===== config.mk =====
export PLATFORM = sky130hd
export DESIGN_NAME = page_frame_replacement_unit_flat
export DESIGN_NICKNAME = d
export VERILOG_FILES = /design/src/sv/pfr_pkg.sv /design/src/sv/pfr_ifs.sv /design/src/sv/page_frame_replacement_unit.sv /design/src/sv/pfr_frame_mem.sv /design/src/sv/pfr_ctrl.sv /design/src/flat_wrapper.sv
export SDC_FILE = /design/constraint.sdc
export NUM_CORES = 1
export LEC_CHECK = 0
export ABC_CLOCK_PERIOD_IN_PS = 6600
export BUFFER_PORTS_ARGS = -buffer_cell sky130_fd_sc_hd__buf_2
export CORE_MARGIN = 3
export CORE_UTILIZATION = 40
export CTS_CLUSTER_SIZE = 14
export DETAILED_ROUTE_END_ITERATION = 12
export PLACE_DENSITY = 0.55
export SYNTH_ARGS = -nofsm -noshare
export SYNTH_HDL_FRONTEND = slang
export SYNTH_HIERARCHICAL = 1
export SYNTH_SLANG_ARGS = --single-unit

===== constraint.sdc =====
create_clock -name clk -period 6.6 [get_ports clk]
set_input_delay 0.99 -clock clk [delete_from_list [all_inputs] [get_ports clk]]
set_output_delay 0.99 -clock clk [all_outputs]
set_load 0.01 [all_outputs]

===== src/sv/pfr_pkg.sv =====
// ----------------------------------------------------------------------------
// Page frame replacement package
// Widths, codes, memory entry and result types, and the state encoding
// shared by the replacement unit and its submodules.
// ----------------------------------------------------------------------------
package pfr_pkg;

	localparam int ADDR_W  = 12;
	localparam int PAGE_W  = 9;
	localparam int AGE_W   = 16;
	localparam int COUNT_W = 16;
	localparam int FIDX_W  = 2;

	// Page is address / 10, done as a multiply by ceil(2^16 / 10) and a
	// shift; exact for every 12-bit address.
	localparam int RECIP_W = 13;
	localparam logic [RECIP_W-1:0] DIV_RECIP = 13'd6554;
	localparam int PROD_W = ADDR_W + RECIP_W;
	localparam int DIV_SHIFT = 16;

	localparam logic POLICY_LRU  = 1'b0;
	localparam logic POLICY_FIFO = 1'b1;

	typedef struct packed {
		logic [PAGE_W-1:0] page;
		logic [AGE_W-1:0]  age;
	} pfr_entry_t;

	typedef struct packed {
		logic               page_fault;
		logic [FIDX_W-1:0]  frame_index;
		logic               evicted_valid;
		logic [PAGE_W-1:0]  evicted_page;
		logic [COUNT_W-1:0] fault_total;
	} pfr_result_t;

	typedef enum logic [1:0] {
		ST_IDLE,
		ST_SCAN,
		ST_FIX,
		ST_WAIT
	} pfr_state_t;

	function automatic logic [AGE_W-1:0] sat_inc(input logic [AGE_W-1:0] v);
		return (v == {AGE_W{1'b1}}) ? v : v + 1'b1;
	endfunction

endpackage


===== src/sv/pfr_ifs.sv =====
// ----------------------------------------------------------------------------
// Page frame replacement channels
// Valid/ready channels for reference items, result items and the policy
// register write.
// ----------------------------------------------------------------------------
interface pfr_in_if;
	logic        valid;
	logic        ready;
	logic [11:0] ref_address;

	modport source (output valid, output ref_address, input ready);
	modport sink (input valid, input ref_address, output ready);
endinterface

interface pfr_out_if;
	logic        valid;
	logic        ready;
	logic        page_fault;
	logic [1:0]  frame_index;
	logic        evicted_valid;
	logic [8:0]  evicted_page;
	logic [15:0] fault_total;

	modport source (output valid, output page_fault, output frame_index,
		output evicted_valid, output evicted_page, output fault_total, input ready);
	modport sink (input valid, input page_fault, input frame_index,
		input evicted_valid, input evicted_page, input fault_total, output ready);
endinterface

interface pfr_cfg_if;
	logic valid;
	logic ready;
	logic policy_mode;

	modport source (output valid, output policy_mode, input ready);
	modport sink (input valid, input policy_mode, output ready);
endinterface


===== src/sv/page_frame_replacement_unit.sv =====
// ----------------------------------------------------------------------------
// Page frame replacement unit
// Least recently used or first in first out replacement over FRAMES frames.
// ----------------------------------------------------------------------------
// Usage: each item on req carries one reference address; the unit turns it
// into a page (address / 10) and answers with exactly one item on rsp that
// gives the fault flag, the frame now holding the page, the evicted page and
// the running fault count. cfg writes the policy bit (0 LRU, 1 FIFO); it is
// always ready and is meant to be written only while the unit is idle.
// Sequence: an accepted item passes through ST_SCAN, ST_FIX and ST_WAIT,
// and its result is loaded into the output register from ST_WAIT. The cost is
// set by the frame memory's single read port: the sequencer reads one frame
// per cycle in ST_SCAN, compares it and writes its aged entry back, then in
// ST_FIX loads the chosen frame on a fault or refreshes it on an LRU hit, and
// in ST_WAIT hands the result over once the output register can take it.
// A new item is taken once the previous result is in the output register, so
// the next item may start before the receiver has taken the last result.
// Reset clears the valid bits, counters and policy; the frame memory itself
// is not cleared, since a frame that was never loaded is not read for its page
// and its age is derived from the reference count. When rsp is stalled, the
// result holds in the output register and the sequencer waits after its work.
// ----------------------------------------------------------------------------
module page_frame_replacement_unit #(
	parameter int FRAMES = 4
) (
	input logic      clk,
	input logic      arst_n,
	pfr_in_if.sink   req,
	pfr_out_if.source rsp,
	pfr_cfg_if.sink  cfg
);
	import pfr_pkg::*;

	localparam int IDX_W = $clog2(FRAMES);

	logic               policy_q;
	logic [PAGE_W-1:0]  page_q;
	logic [PROD_W-1:0]  product;
	logic               start, idle, res_valid, res_take;
	logic               rsp_valid_q;
	pfr_result_t        result, rsp_data_q;

	logic               mem_wr_en;
	logic [IDX_W-1:0]   mem_wr_addr, mem_rd_addr;
	pfr_entry_t         mem_wr_data, mem_rd_data;

	// Policy register; a write is taken at any time.
	assign cfg.ready = 1'b1;

	always_ff @(posedge clk or negedge arst_n) begin
		if (!arst_n) begin
			policy_q <= POLICY_LRU;
		end else if (cfg.valid) begin
			policy_q <= cfg.policy_mode;
		end
	end

	// Page number by reciprocal multiplication, registered at acceptance.
	assign req.ready = idle;
	assign start     = req.valid && idle;
	assign product   = PROD_W'(req.ref_address) * PROD_W'(DIV_RECIP);

	always_ff @(posedge clk) begin
		if (start) begin
			page_q <= product[DIV_SHIFT +: PAGE_W];
		end
	end

	pfr_ctrl #(
		.FRAMES (FRAMES),
		.IDX_W  (IDX_W)
	) u_ctrl (
		.clk         (clk),
		.arst_n      (arst_n),
		.start       (start),
		.page        (page_q),
		.policy_mode (policy_q),
		.idle        (idle),
		.res_valid   (res_valid),
		.res_take    (res_take),
		.result      (result),
		.mem_wr_en   (mem_wr_en),
		.mem_wr_addr (mem_wr_addr),
		.mem_wr_data (mem_wr_data),
		.mem_rd_addr (mem_rd_addr),
		.mem_rd_data (mem_rd_data)
	);

	pfr_frame_mem #(
		.FRAMES (FRAMES),
		.IDX_W  (IDX_W)
	) u_frame_mem (
		.clk     (clk),
		.wr_en   (mem_wr_en),
		.wr_addr (mem_wr_addr),
		.wr_data (mem_wr_data),
		.rd_addr (mem_rd_addr),
		.rd_data (mem_rd_data)
	);

	// Output register: the result moves in once the previous one has gone.
	assign res_take = res_valid && (!rsp_valid_q || rsp.ready);

	always_ff @(posedge clk or negedge arst_n) begin
		if (!arst_n) begin
			rsp_valid_q <= 1'b0;
		end else if (res_take) begin
			rsp_valid_q <= 1'b1;
		end else if (rsp.ready) begin
			rsp_valid_q <= 1'b0;
		end
	end

	always_ff @(posedge clk) begin
		if (res_take) begin
			rsp_data_q <= result;
		end
	end

	assign rsp.valid         = rsp_valid_q;
	assign rsp.page_fault    = rsp_data_q.page_fault;
	assign rsp.frame_index   = rsp_data_q.frame_index;
	assign rsp.evicted_valid = rsp_data_q.evicted_valid;
	assign rsp.evicted_page  = rsp_data_q.evicted_page;
	assign rsp.fault_total   = rsp_data_q.fault_total;

`ifndef SYNTH
	// Only one item is in the sequencer at a time.
	a_one_item: assert property (@(posedge clk) disable iff (!arst_n)
		(req.valid && req.ready) |=> !req.ready)
		else $error("second item accepted while one is in work");

	// The reciprocal divide must land on a page below 410.
	a_page_range: assert property (@(posedge clk) disable iff (!arst_n)
		(req.valid && req.ready) |=> (page_q <= 9'd409))
		else $error("page number out of range");

	// An eviction only ever comes with a fault.
	a_evict_fault: assert property (@(posedge clk) disable iff (!arst_n)
		rsp.valid |-> (!rsp.evicted_valid || rsp.page_fault))
		else $error("eviction reported without a fault");

	// A result never overwrites one that the receiver has not taken.
	a_no_overwrite: assert property (@(posedge clk) disable iff (!arst_n)
		(rsp.valid && !rsp.ready) |=> $stable(rsp.fault_total))
		else $error("pending result overwritten");
`endif

endmodule


===== src/sv/pfr_frame_mem.sv =====
// ----------------------------------------------------------------------------
// Frame memory
// One-write, one-read synchronous memory holding page and age per frame,
// with registered read data.
// ----------------------------------------------------------------------------
module pfr_frame_mem #(
	parameter int FRAMES = 4,
	parameter int IDX_W  = 2
) (
	input  logic               clk,
	input  logic               wr_en,
	input  logic [IDX_W-1:0]   wr_addr,
	input  pfr_pkg::pfr_entry_t wr_data,
	input  logic [IDX_W-1:0]   rd_addr,
	output pfr_pkg::pfr_entry_t rd_data
);
	import pfr_pkg::*;

	pfr_entry_t mem_q [FRAMES];

	always_ff @(posedge clk) begin
		if (wr_en) begin
			mem_q[wr_addr] <= wr_data;
		end
		rd_data <= mem_q[rd_addr];
	end

endmodule


===== src/sv/pfr_ctrl.sv =====
// ----------------------------------------------------------------------------
// Replacement sequencer
// Scans the frame memory for hit, empty frame and oldest frame, ages each
// entry on the way, then loads or, under LRU, refreshes the chosen frame.
// ----------------------------------------------------------------------------
module pfr_ctrl #(
	parameter int FRAMES = 4,
	parameter int IDX_W  = 2
) (
	input  logic                       clk,
	input  logic                       arst_n,
	input  logic                       start,
	input  logic [pfr_pkg::PAGE_W-1:0] page,
	input  logic                       policy_mode,
	output logic                       idle,
	output logic                       res_valid,
	input  logic                       res_take,
	output pfr_pkg::pfr_result_t       result,
	output logic                       mem_wr_en,
	output logic [IDX_W-1:0]           mem_wr_addr,
	output pfr_pkg::pfr_entry_t        mem_wr_data,
	output logic [IDX_W-1:0]           mem_rd_addr,
	input  pfr_pkg::pfr_entry_t        mem_rd_data
);
	import pfr_pkg::*;

	localparam logic [IDX_W-1:0] LAST_IDX = IDX_W'(FRAMES - 1);

	pfr_state_t state_q, state_d;

	logic [IDX_W-1:0]   cmp_idx_q;
	logic               hit_found_q, empty_found_q;
	logic [IDX_W-1:0]   hit_idx_q, empty_idx_q, oldest_idx_q;
	logic [AGE_W-1:0]   oldest_age_q;
	logic [PAGE_W-1:0]  oldest_page_q;
	logic [FRAMES-1:0]  valid_q;
	logic [AGE_W-1:0]   ref_count_q;
	logic [COUNT_W-1:0] fault_count_q;
	pfr_result_t        result_q;

	logic               ent_valid, ent_hit, fault, evicted;
	logic [AGE_W-1:0]   eff_age;
	logic [IDX_W-1:0]   slot;
	logic [IDX_W+1:0]   slot_ext;

	// A frame never loaded has aged once per reference since reset.
	assign ent_valid = valid_q[cmp_idx_q];
	assign eff_age   = ent_valid ? mem_rd_data.age : ref_count_q;
	assign ent_hit   = ent_valid && (mem_rd_data.page == page);

	assign fault    = !hit_found_q;
	assign evicted  = fault && !empty_found_q;
	assign slot     = hit_found_q ? hit_idx_q : (empty_found_q ? empty_idx_q : oldest_idx_q);
	assign slot_ext = (IDX_W + 2)'(slot);

	always_comb begin
		state_d = state_q;
		case (state_q)
			ST_IDLE: begin
				if (start) begin
					state_d = ST_SCAN;
				end
			end
			ST_SCAN: begin
				if (cmp_idx_q == LAST_IDX) begin
					state_d = ST_FIX;
				end
			end
			ST_FIX: begin
				state_d = ST_WAIT;
			end
			ST_WAIT: begin
				if (res_take) begin
					state_d = ST_IDLE;
				end
			end
			default: begin
				state_d = ST_IDLE;
			end
		endcase
	end

	always_comb begin
		idle        = 1'b0;
		res_valid   = 1'b0;
		mem_wr_en   = 1'b0;
		mem_wr_addr = cmp_idx_q;
		mem_wr_data = '{page: mem_rd_data.page, age: sat_inc(eff_age)};
		mem_rd_addr = '0;
		case (state_q)
			ST_IDLE: begin
				idle = 1'b1;
			end
			ST_SCAN: begin
				mem_wr_en   = 1'b1;
				mem_rd_addr = (cmp_idx_q == LAST_IDX) ? '0 : cmp_idx_q + 1'b1;
			end
			ST_FIX: begin
				mem_wr_en   = fault || (policy_mode == POLICY_LRU);
				mem_wr_addr = slot;
				mem_wr_data = '{page: page, age: '0};
			end
			ST_WAIT: begin
				res_valid = 1'b1;
			end
			default: begin
				idle = 1'b0;
			end
		endcase
	end

	always_ff @(posedge clk or negedge arst_n) begin
		if (!arst_n) begin
			state_q       <= ST_IDLE;
			cmp_idx_q     <= '0;
			hit_found_q   <= 1'b0;
			empty_found_q <= 1'b0;
			valid_q       <= '0;
			ref_count_q   <= '0;
			fault_count_q <= '0;
		end else begin
			state_q <= state_d;
			if (state_q == ST_IDLE && start) begin
				cmp_idx_q     <= '0;
				hit_found_q   <= 1'b0;
				empty_found_q <= 1'b0;
			end
			if (state_q == ST_SCAN) begin
				cmp_idx_q <= cmp_idx_q + 1'b1;
				if (!hit_found_q && ent_hit) begin
					hit_found_q <= 1'b1;
				end
				if (!empty_found_q && !ent_valid) begin
					empty_found_q <= 1'b1;
				end
			end
			if (state_q == ST_FIX) begin
				ref_count_q <= sat_inc(ref_count_q);
				if (fault) begin
					valid_q[slot] <= 1'b1;
					fault_count_q <= sat_inc(fault_count_q);
				end
			end
		end
	end

	always_ff @(posedge clk) begin
		if (state_q == ST_SCAN) begin
			if (!hit_found_q && ent_hit) begin
				hit_idx_q <= cmp_idx_q;
			end
			if (!empty_found_q && !ent_valid) begin
				empty_idx_q <= cmp_idx_q;
			end
			// Strictly greater keeps the lowest index on a tie.
			if (cmp_idx_q == '0 || eff_age > oldest_age_q) begin
				oldest_idx_q  <= cmp_idx_q;
				oldest_age_q  <= eff_age;
				oldest_page_q <= mem_rd_data.page;
			end
		end
		if (state_q == ST_FIX) begin
			result_q.page_fault    <= fault;
			result_q.frame_index   <= slot_ext[FIDX_W-1:0];
			result_q.evicted_valid <= evicted;
			result_q.evicted_page  <= evicted ? oldest_page_q : '0;
			result_q.fault_total   <= fault ? sat_inc(fault_count_q) : fault_count_q;
		end
	end

	assign result = result_q;

endmodule


===== src/flat_wrapper.sv =====
// flat-port wrapper written by rule: the top's interface ports become plain ports
module page_frame_replacement_unit_flat import pfr_pkg::*;
#(
	parameter int FRAMES = 4
)
  (clk, arst_n, req_valid, req_ref_address, req_ready, rsp_valid, rsp_page_fault, rsp_frame_index, rsp_evicted_valid, rsp_evicted_page, rsp_fault_total, rsp_ready, cfg_valid, cfg_policy_mode, cfg_ready);
  pfr_in_if req_i ();
  pfr_out_if rsp_i ();
  pfr_cfg_if cfg_i ();
  input logic clk;
  input logic arst_n;
  input wire logic [$bits(req_i.valid)-1:0] req_valid;
  input wire logic [$bits(req_i.ref_address)-1:0] req_ref_address;
  output wire logic [$bits(req_i.ready)-1:0] req_ready;
  output wire logic [$bits(rsp_i.valid)-1:0] rsp_valid;
  output wire logic [$bits(rsp_i.page_fault)-1:0] rsp_page_fault;
  output wire logic [$bits(rsp_i.frame_index)-1:0] rsp_frame_index;
  output wire logic [$bits(rsp_i.evicted_valid)-1:0] rsp_evicted_valid;
  output wire logic [$bits(rsp_i.evicted_page)-1:0] rsp_evicted_page;
  output wire logic [$bits(rsp_i.fault_total)-1:0] rsp_fault_total;
  input wire logic [$bits(rsp_i.ready)-1:0] rsp_ready;
  input wire logic [$bits(cfg_i.valid)-1:0] cfg_valid;
  input wire logic [$bits(cfg_i.policy_mode)-1:0] cfg_policy_mode;
  output wire logic [$bits(cfg_i.ready)-1:0] cfg_ready;
  assign req_i.valid = req_valid;
  assign req_i.ref_address = req_ref_address;
  assign req_ready = req_i.ready;
  assign rsp_valid = rsp_i.valid;
  assign rsp_page_fault = rsp_i.page_fault;
  assign rsp_frame_index = rsp_i.frame_index;
  assign rsp_evicted_valid = rsp_i.evicted_valid;
  assign rsp_evicted_page = rsp_i.evicted_page;
  assign rsp_fault_total = rsp_i.fault_total;
  assign rsp_i.ready = rsp_ready;
  assign cfg_i.valid = cfg_valid;
  assign cfg_i.policy_mode = cfg_policy_mode;
  assign cfg_ready = cfg_i.ready;
  page_frame_replacement_unit #(.FRAMES(FRAMES)) u_core (.clk(clk), .arst_n(arst_n), .req(req_i), .rsp(rsp_i), .cfg(cfg_i));
endmodule

==> reports/metrics.yaml, run 1 <==
cts_hold_buf: 0
drt.antenna.violating_nets: 0
p_clk_share_pct: 20.2
mostFrequentLayoutCells: "edfxtp_1 (198), inv_1 (113), ha_1 (111), nand2_1 (55), buf_2 (48)"
critical_path_arrival_ns: 5.04
post_cts_buffers: 0
grt_max_degree: 45
period_share_pct: 72.3
async_reset_ff_share_pct: 16.5
ys_seq_elements: 267
track_usage_pct: 14.7
start_kind: "input port"
cap_violations: 0
gp_congestion: 0.792
routed_wirelength_um: 26400
p_leak_nw: 6.24
maxSlewViolCount: 0
grt_pass1_wl_um: 43600
setup-tns-final_ns: 0
cts.sinks: 267
cts_buffers: 26
synth_nets: 1184
synth.top_cell.area_share_pct: 42.8
min_period_ns: 4.77
grt_pass1_vias: 8082
fillers: 3100
n_antenna_cell: 0
yosysTopAreaCell: "edfxtp_1"
critPathRequiredTime_ns: 6.87
clock_latency_ns: 0.53
cts_max_path_buffers: 3
routed_via_density: 5.11
first_pass_iters: 5
p_total_mw: 7.36
grt_overflow: 0
endpoint: "u_core/page_q[6]$_DFFE_PP_"
coreArea_sq_um: 33900
rsz0062_at_grt: "no"
finalSetupViolCount: 0
hp-class: "reg -> reg"
power_density_nw_per_um2: 476
skew_ns: 0.0153
cp-end-kind: "flip-flop"
cts_resized: 0
drc: 0
layout-drive-gt1-share_pct: 16.5
initial_core_util_pct: 41.0
swShare_pct: 35.7
drt_iter0_drc: 369
regArea_sq_um: 7550
fmax_mhz: 209
ys_types: 82
regToRegStartpoint: "u_core/u_ctrl/cmp_idx_q[0]$_DFFE_PN0P_"
final_common_cell: "edfxtp_1"
power_switching_mw: 2.62
vias: 7875
internal-power_mw: 4.74
areaGrowthSynthToFinish_pct: 11.4
p_seq_share_pct: 40.0
synth_flop_cell: "edfxtp_1"
hold-path-cell-count: 0
cts_tree: "built"
syn-mean-instance-area_sq_um: 13.7
dp_hpwl_um: 18700
die_y_um: 192
path_clk_slew_ns: 0.06
slew_headroom_pct: 29.6
synth-seq-area-share_pct: 54.3
wl_per_cell_um: 17.1
multi_input_area_sq_um: 5780
ys_warn_count: 6
peakVddDrop_v: 0.000237
pwr-share-comb_pct: 39.8
status: "finished clean"
htree_levels: 1
port_buffers: 48
path_max_fanout: 5
synth-edff-count: 198
dieArea_sq_um: 37000
netlist_instances: 1017
antenna_found_initial: 0
syn_area_sq_um: 13900
crit_start: "req_ref_address[1]"
ys_top_cells_by_area: "edfxtp_1 (43%), ha_1 (10%), dfrtp_1 (7.9%)"
layout.nets: 1241
regToRegSetupSlack_ns: 2.74
cts-root-buf: "clkbuf_16"
r2r_cells: 9
die_x_um: 192
worstMarginPinSlew_ns: 1.06
ios: 50
rows: 67
path_class: "in -> reg"
rr_endpoint: "u_core/u_ctrl/oldest_page_q[4]$_DFFE_PP_"
hold_viol_final: 0
## per-stage QoR
step / setup WS [ns] / cell area [sq um] / util [%] / hold slack (ns) / cells
after floorplan: 1.68 / 13900 / - / 0.400 / 1017
after global placement: 1.29 / 14600 / 43.1 / 0.401 / 1494
after detailed placement: 1.29 / 14600 / 43.1 / 0.405 / 1494
after CTS: 1.83 / 15500 / 45.7 / 0.419 / 1542
after global routing: 1.58 / 15500 / 45.7 / 0.423 / 1542
final: 1.83 / 15500 / 45.7 / 0.417 / 1542
## power groups by stage
| stage | Clock, mW | Combinational [mW] | Sequential (mW) |
|---|---|---|---|
| 6_report | 1.49 | 2.93 | 2.94 |
| 5_1_grt | 1.60 | 3.34 | 3.01 |
| 4_1_cts | 1.53 | 2.98 | 2.94 |
| 3_5_place_dp | 0 | 2.96 | 2.97 |
| 3_3_place_gp | 0 | 2.93 | 2.96 |
| 2_1_floorplan | 0 | 2.25 | 2.89 |
## synthesized netlist by cell type (7+ instances only)
| master | number |
|---|---|
| ha_1 | 112 |
| mux4_2 | 21 |
| dfrtp_1 | 44 |
| edfxtp_1 | 198 |
| xor2_1 | 26 |
| a21o_1 | 7 |
| nand2_1 | 55 |
| nand3_1 | 37 |
| nand4_1 | 20 |
| mux2_2 | 32 |
| clkbuf_1 | 9 |
| nor2_1 | 27 |
| and2_1 | 19 |
| a21oi_1 | 29 |
| inv_1 | 113 |
| buf_2 | 9 |
| dfxtp_1 | 25 |
| nor3_1 | 13 |
| o21ai_0 | 24 |
| fa_1 | 37 |
| xnor2_1 | 38 |
## final cells by class
cell class | instances | area share, %
multi-input combinational | 610 | 37.3
sequential | 267 | 48.8
tap | 448 | 3.62
clock inverter | 16 | 0.979
timing repair buffer | 55 | 1.89
clock buffer | 32 | 4.62
inverter | 114 | 2.77
## worst min-delay path by stage
stage | from | endpoint | slack [ns]
2_1_floorplan | u_core/u_ctrl/result[16]$_SDFFCE_PN0P_ | u_core/rsp.evicted_page[0]$_DFFE_PP_ | 0.40
3_3_place_gp | u_core/u_ctrl/result[3]$_DFFE_PP_ | u_core/rsp.fault_total[3]$_DFFE_PP_ | 0.40
3_5_place_dp | u_core/u_ctrl/result[17]$_SDFFCE_PN0P_ | u_core/rsp.evicted_page[1]$_DFFE_PP_ | 0.40
4_1_cts | u_core/u_ctrl/result[25]$_DFFE_PP_ | u_core/rsp.evicted_valid$_DFFE_PP_ | 0.42
5_1_grt | u_core/u_ctrl/result[10]$_DFFE_PP_ | u_core/rsp.fault_total[10]$_DFFE_PP_ | 0.42
6_report | u_core/u_ctrl/result[25]$_DFFE_PP_ | u_core/rsp.evicted_valid$_DFFE_PP_ | 0.42
## worst max-delay path: stages
cell,delay [ns]
buf_2,0.14
ha_1,0.35
xor2_1,0.18
ha_1,0.30
fa_1,0.51
fa_1,0.54
inv_1,0.05
fa_1,0.52
inv_1,0.04
ha_1,0.31
and4_4,0.17
or2_4,0.23
o221ai_1,0.30
a211oi_1,0.14
o31a_1,0.26
## state kept, by name, summed over array words and instances (netlist names), 4 cells and up
register	flops
u_core/page_q	9
u_core/rsp.evicted_page	9
u_core/rsp.fault_total	16
u_core/u_ctrl/fault_count_q	16
u_core/u_ctrl/oldest_age_q	16
u_core/u_ctrl/oldest_page_q	9
u_core/u_ctrl/ref_count_q	16
u_core/u_ctrl/result	29
u_core/u_ctrl/valid_q	4
u_core/u_frame_mem/mem_q	100
u_core/u_frame_mem/rd_data	25
## kinds of logic after synthesis
| group | share of synthesized area, % |
|---|---|
| XOR/XNOR | 4.04 |
| buffers and inverters | 4.24 |
| AO/OA/AOI/OAI | 6.04 |
| flip-flops | 54.3 |
| other | 0.0270 |
| adder cells (fa/ha/maj) | 15.4 |
| multiplexers | 7.38 |
| AND/OR/NAND/NOR | 8.52 |
## metal layers
metal	vias up	wire length (um)	GRT usage [%]
li1	3823	-	-
met1	3875	12400	20.3
met2	131	12500	24.6
met3	46	800	1.53
met4	0	706	4.34
met5	-	0	0
Power figures use the tool's default switching activity.
==> run 2, diff against run 1 <==
--- a/config.mk
+++ b/config.mk
@@ -5,13 +5,14 @@
 export SDC_FILE = /design/constraint.sdc
 export NUM_CORES = 1
 export LEC_CHECK = 0
-export ABC_CLOCK_PERIOD_IN_PS = 6600
+export ABC_AREA = 1
+export ABC_CLOCK_PERIOD_IN_PS = 5010
 export BUFFER_PORTS_ARGS = -buffer_cell sky130_fd_sc_hd__buf_2
 export CORE_MARGIN = 3
 export CORE_UTILIZATION = 40
 export CTS_CLUSTER_SIZE = 14
 export DETAILED_ROUTE_END_ITERATION = 12
-export PLACE_DENSITY = 0.55
+export PLACE_DENSITY = 0.54
 export SYNTH_ARGS = -nofsm -noshare
 export SYNTH_HDL_FRONTEND = slang
 export SYNTH_HIERARCHICAL = 1
==> constraint.sdc (replaced) <==
create_clock -name clk -period 5.01 [get_ports clk]
set_input_delay 0.7515 -clock clk [delete_from_list [all_inputs] [get_ports clk]]
set_output_delay 0.7515 -clock clk [all_outputs]
set_load 0.01 [all_outputs]
==> run 2 against run 1 <==
Area after synthesis rose by 6.9%. First-iteration DRC count rose by 55%. Highest routed layer unchanged. Combinational power grew 67%. Hold slack lost 0.088 ns. Wire length up 13%. Critical path depth increased by 4. Clock skew grew 0.0052 ns. Global-route usage is 0.98 points higher.
==> reports/metrics.yaml, run 2 <==
coreArea_sq_um: 36100  # +6.6%
min_period_ns: 4.35
ys_warn_count: 6  # unchanged
postLayoutCellArea_sq_um: 16500  # +6.6%
routed_via_density: 4.72  # -7.6%
crit_cells: 19  # +4
dieArea_sq_um: 39500  # +6.7%
critical_path_arrival_ns: 4.63  # -0.41 ns
syn-mean-instance-area_sq_um: 9.70  # -29%
synth_nets: 1699  # +43%
wl_per_cell_um: 14.4  # -16%
met1_length_um: 14600  # +17%
peakVddDrop_v: 0.000321  # +35%
path_max_fanout: 5  # unchanged
critPathMaxStageDelay_ns: 0.54  # about the same
critPathRequiredTime_ns: 5.30  # -1.57 ns
finalSetupViolCount: 0  # unchanged
worstMarginPinSlew_ns: 1.19  # +0.133 ns
regToRegStartpoint: "u_core/u_ctrl/cmp_idx_q[0]$_DFFE_PN0P_"
yosysTopAreaCell: "edfxtp_1"
mostFrequentLayoutCells: "nand2_1 (348), inv_1 (303), edfxtp_1 (198), ha_1 (111), nand3_1 (99)"
die_x_um: 199  # +3.3%
first_pass_iters: 5  # unchanged
antenna_found_initial: 0  # unchanged
yosys.cell_count.top_type: "nand2_1"
cts_tree: "built"
port_buffers: 48  # unchanged
start_kind: "input port"
initial_core_util_pct: 41.2  # +0.14 points
cts_max_path_buffers: 3  # unchanged
setup-tns-final_ns: 0  # unchanged
cp-end-kind: "flip-flop"
p_leak_nw: 7.70  # +24%
ios: 50  # unchanged
ys_top_cells_by_area: "edfxtp_1 (40%), ha_1 (9.4%), nand2_1 (8.8%)"
endpoint: "u_core/page_q[4]$_DFFE_PP_"
regToRegSetupSlack_ns: 1.32  # -1.42 ns
gp_congestion: 0.905  # +14%
path_class: "in -> reg"
cts_hold_buf: 0  # unchanged
cp.buffers_inverters: 6  # +3
hp-class: "in -> async"
ys_seq_elements: 267  # unchanged
skew_ns: 0.0205  # +0.00525 ns
layout-drive-gt1-share_pct: 10.6  # -5.9 points
grt_pass1_vias: 9754  # +21%
async_reset_ff_share_pct: 16.5  # unchanged
path_clk_slew_ns: 0.06  # about the same
routed_wirelength_um: 29900  # +13%
crit_path_top_delay_cell: "fa_1"
placed_cell_area_sq_um: 15500  # +6.4%
drt.antenna.violating_nets: 0  # unchanged
cts_buffers: 29  # +12%
cts-root-buf: "clkbuf_16"
rr_endpoint: "u_core/u_ctrl/oldest_page_q[4]$_DFFE_PP_"
drt_iter0_drc: 572  # +55%
crit_path_cell_trace: "buf_2 -> ha_1 -> inv_1 -> fa_1 -> inv_1 -> fa_1 -> fa_1 -> inv_1 -> fa_1 -> inv_1 -> ha_1 -> nand2_1 -> inv_1 -> a21boi_1 -> nor2_1 -> nor2_1 -> nand2_1 -> nand2_1 -> nand2_1"
placedCellCount: 2018  # +35%
hold_viol_final: 0  # unchanged
syn_area_sq_um: 14900  # +6.9%
clock_latency_ns: 0.54  # about the same
cts.sinks: 267  # unchanged
dp_hpwl_um: 21400  # +14%
wl_met3_um: 1370  # +71%
grt_overflow: 0  # unchanged
slew_headroom_pct: 19.9  # -9.6 points
cap_violations: 0  # unchanged
regMostFlops: "u_core/u_frame_mem/mem_q"
grt_max_degree: 88  # +96%
layout.nets: 1755  # +41%
highest_layer: "met4"
worst_slack_ns: 0.664  # -1.16 ns
rsz0062_at_grt: "no"
largest_reg_flops: 100  # unchanged
post_cts_buffers: 0  # unchanged
crit_start: "req_ref_address[6]"
r2r_cells: 15  # +6
fillers: 3418  # +10%
synth-edff-count: 198  # unchanged
final_common_cell: "nand2_1"
die_y_um: 199  # +3.3%
ys_types: 50  # -39%
fin_util_pct: 45.7  # about the same
critPathMostFrequentCell: "inv_1"
power_density_nw_per_um2: 661  # +39%
areaGrowthSynthToFinish_pct: 11.0
n_antenna_cell: 0  # unchanged
fmax_mhz: 230
synth.top_cell.area_share_pct: 40.0  # -2.8 points
status: "finished clean"
stdcell_count: 2071  # +34%
drc: 0  # unchanged
synth_commonest_cells: "nand2_1 (348), inv_1 (303), edfxtp_1 (198)"
maxSlewViolCount: 0  # unchanged
netlist_instances: 1532  # +51%
htree_levels: 1  # unchanged
crit_family: "adder cells"
cts_resized: 0  # unchanged
vias: 9775  # +24%
synth_flop_cell: "edfxtp_1"
preCtsSetupSlack_ns: 0.132  # -1.16 ns
synth-seq-area-share_pct: 50.8  # -3.5 points
track_usage_pct: 15.7  # +0.98 points
rows: 69  # +3.0%
met2WireLength_um: 13300  # +6.9%
grt_pass1_wl_um: 50400  # +15%
period_share_pct: 86.7
[run 2: cell types whose count changed in the layout (fill, tap and decap cells not counted), moves of 18 or more]
cell	delta
inv_1	+190
nand2_1	+293
xnor2_1	-31
and2_1	-18
nand3_1	+62
nor2_1	+52
mux4_2	-21
mux2_2	-31
nand2_2	+20
[run 2: worst min-delay path by stage]
stage,end,slack (ns),cells after the start
after floorplan,u_core/rsp.evicted_page[0]$_DFFE_PP_,0.40,0
after global placement,u_core/rsp.evicted_valid$_DFFE_PP_,0.40,0
after detailed placement,u_core/rsp.evicted_valid$_DFFE_PP_,0.40,0
after CTS,u_core/u_ctrl/fault_count_q[6]$_DFFE_PN0P_,0.33,2
after global routing,u_core/u_ctrl/fault_count_q[7]$_DFFE_PN0P_,0.36,2
final,u_core/u_ctrl/fault_count_q[10]$_DFFE_PN0P_,0.33,2
[run 2: logic make-up (layout without fill, tap and decap cells)]
kind of cell / after synthesis / after routing / share of synthesized area, %
compound gates: 113 / 113 / 4.20
xor+xnor: 40 / 40 / 2.36
fa+ha+maj: 149 / 149 / 14.4
buf+inv: 345 / 423 / 9.64
flops: 267 / 267 / 50.8
mux: 2 / 2 / 0.143
other cells: 1 / 1 / 0.0252
simple gates: 615 / 615 / 18.4
[run 2: worst reg2reg max path: stages (launching register included)]
cell and delay [ns]:
dfrtp_1 0.49, inv_2 0.12, nand2_2 0.09, nand3_4 0.24, nand2_4 0.41, nand2_1 0.18, nand2_2 0.15, inv_1 0.10
ha_1 0.30, nand4_1 0.14, nor3_1 0.24, o21ai_0 0.16, nand2_1 0.09, a21oi_1 0.11, nor2_2 0.17, buf_4 0.36
[run 2: cell type report]
type                       count  area (sq um)  share of cell area (%)
tap                          461           577                    3.50
sequential                   267          7550                    45.8
timing repair buffer          58           315                    1.91
multi-input combinational    920          5930                    36.0
clock inverter                16           166                    1.01
inverter                     312          1180                    7.13
clock buffer                  37           776                    4.71
[run 2: where the power goes]
group          switching [mW]  internal (mW)  leakage, nW
Combinational            3.39           1.51         4.62
Sequential              0.284           3.62         2.62
Clock                   0.836           1.25        0.467
[run 2: layer usage]
metal | vias to the layer above | GRT usage (%)
met5 | - | 0
met4 | 0 | 3.59
met3 | 40 | 2.02
met2 | 172 | 26.0
met1 | 4542 | 22.1
li1 | 5021 | -
[run 2: through the flow]
| step | total power, mW | hold WS, ns |
|---|---|---|
| global placement | 8.83 | 0.402 |
| floorplan | 7.58 | 0.400 |
| detailed placement | 8.89 | 0.405 |
| finish | 10.9 | 0.329 |
| global route | 11.9 | 0.357 |
| CTS | 11.0 | 0.332 |
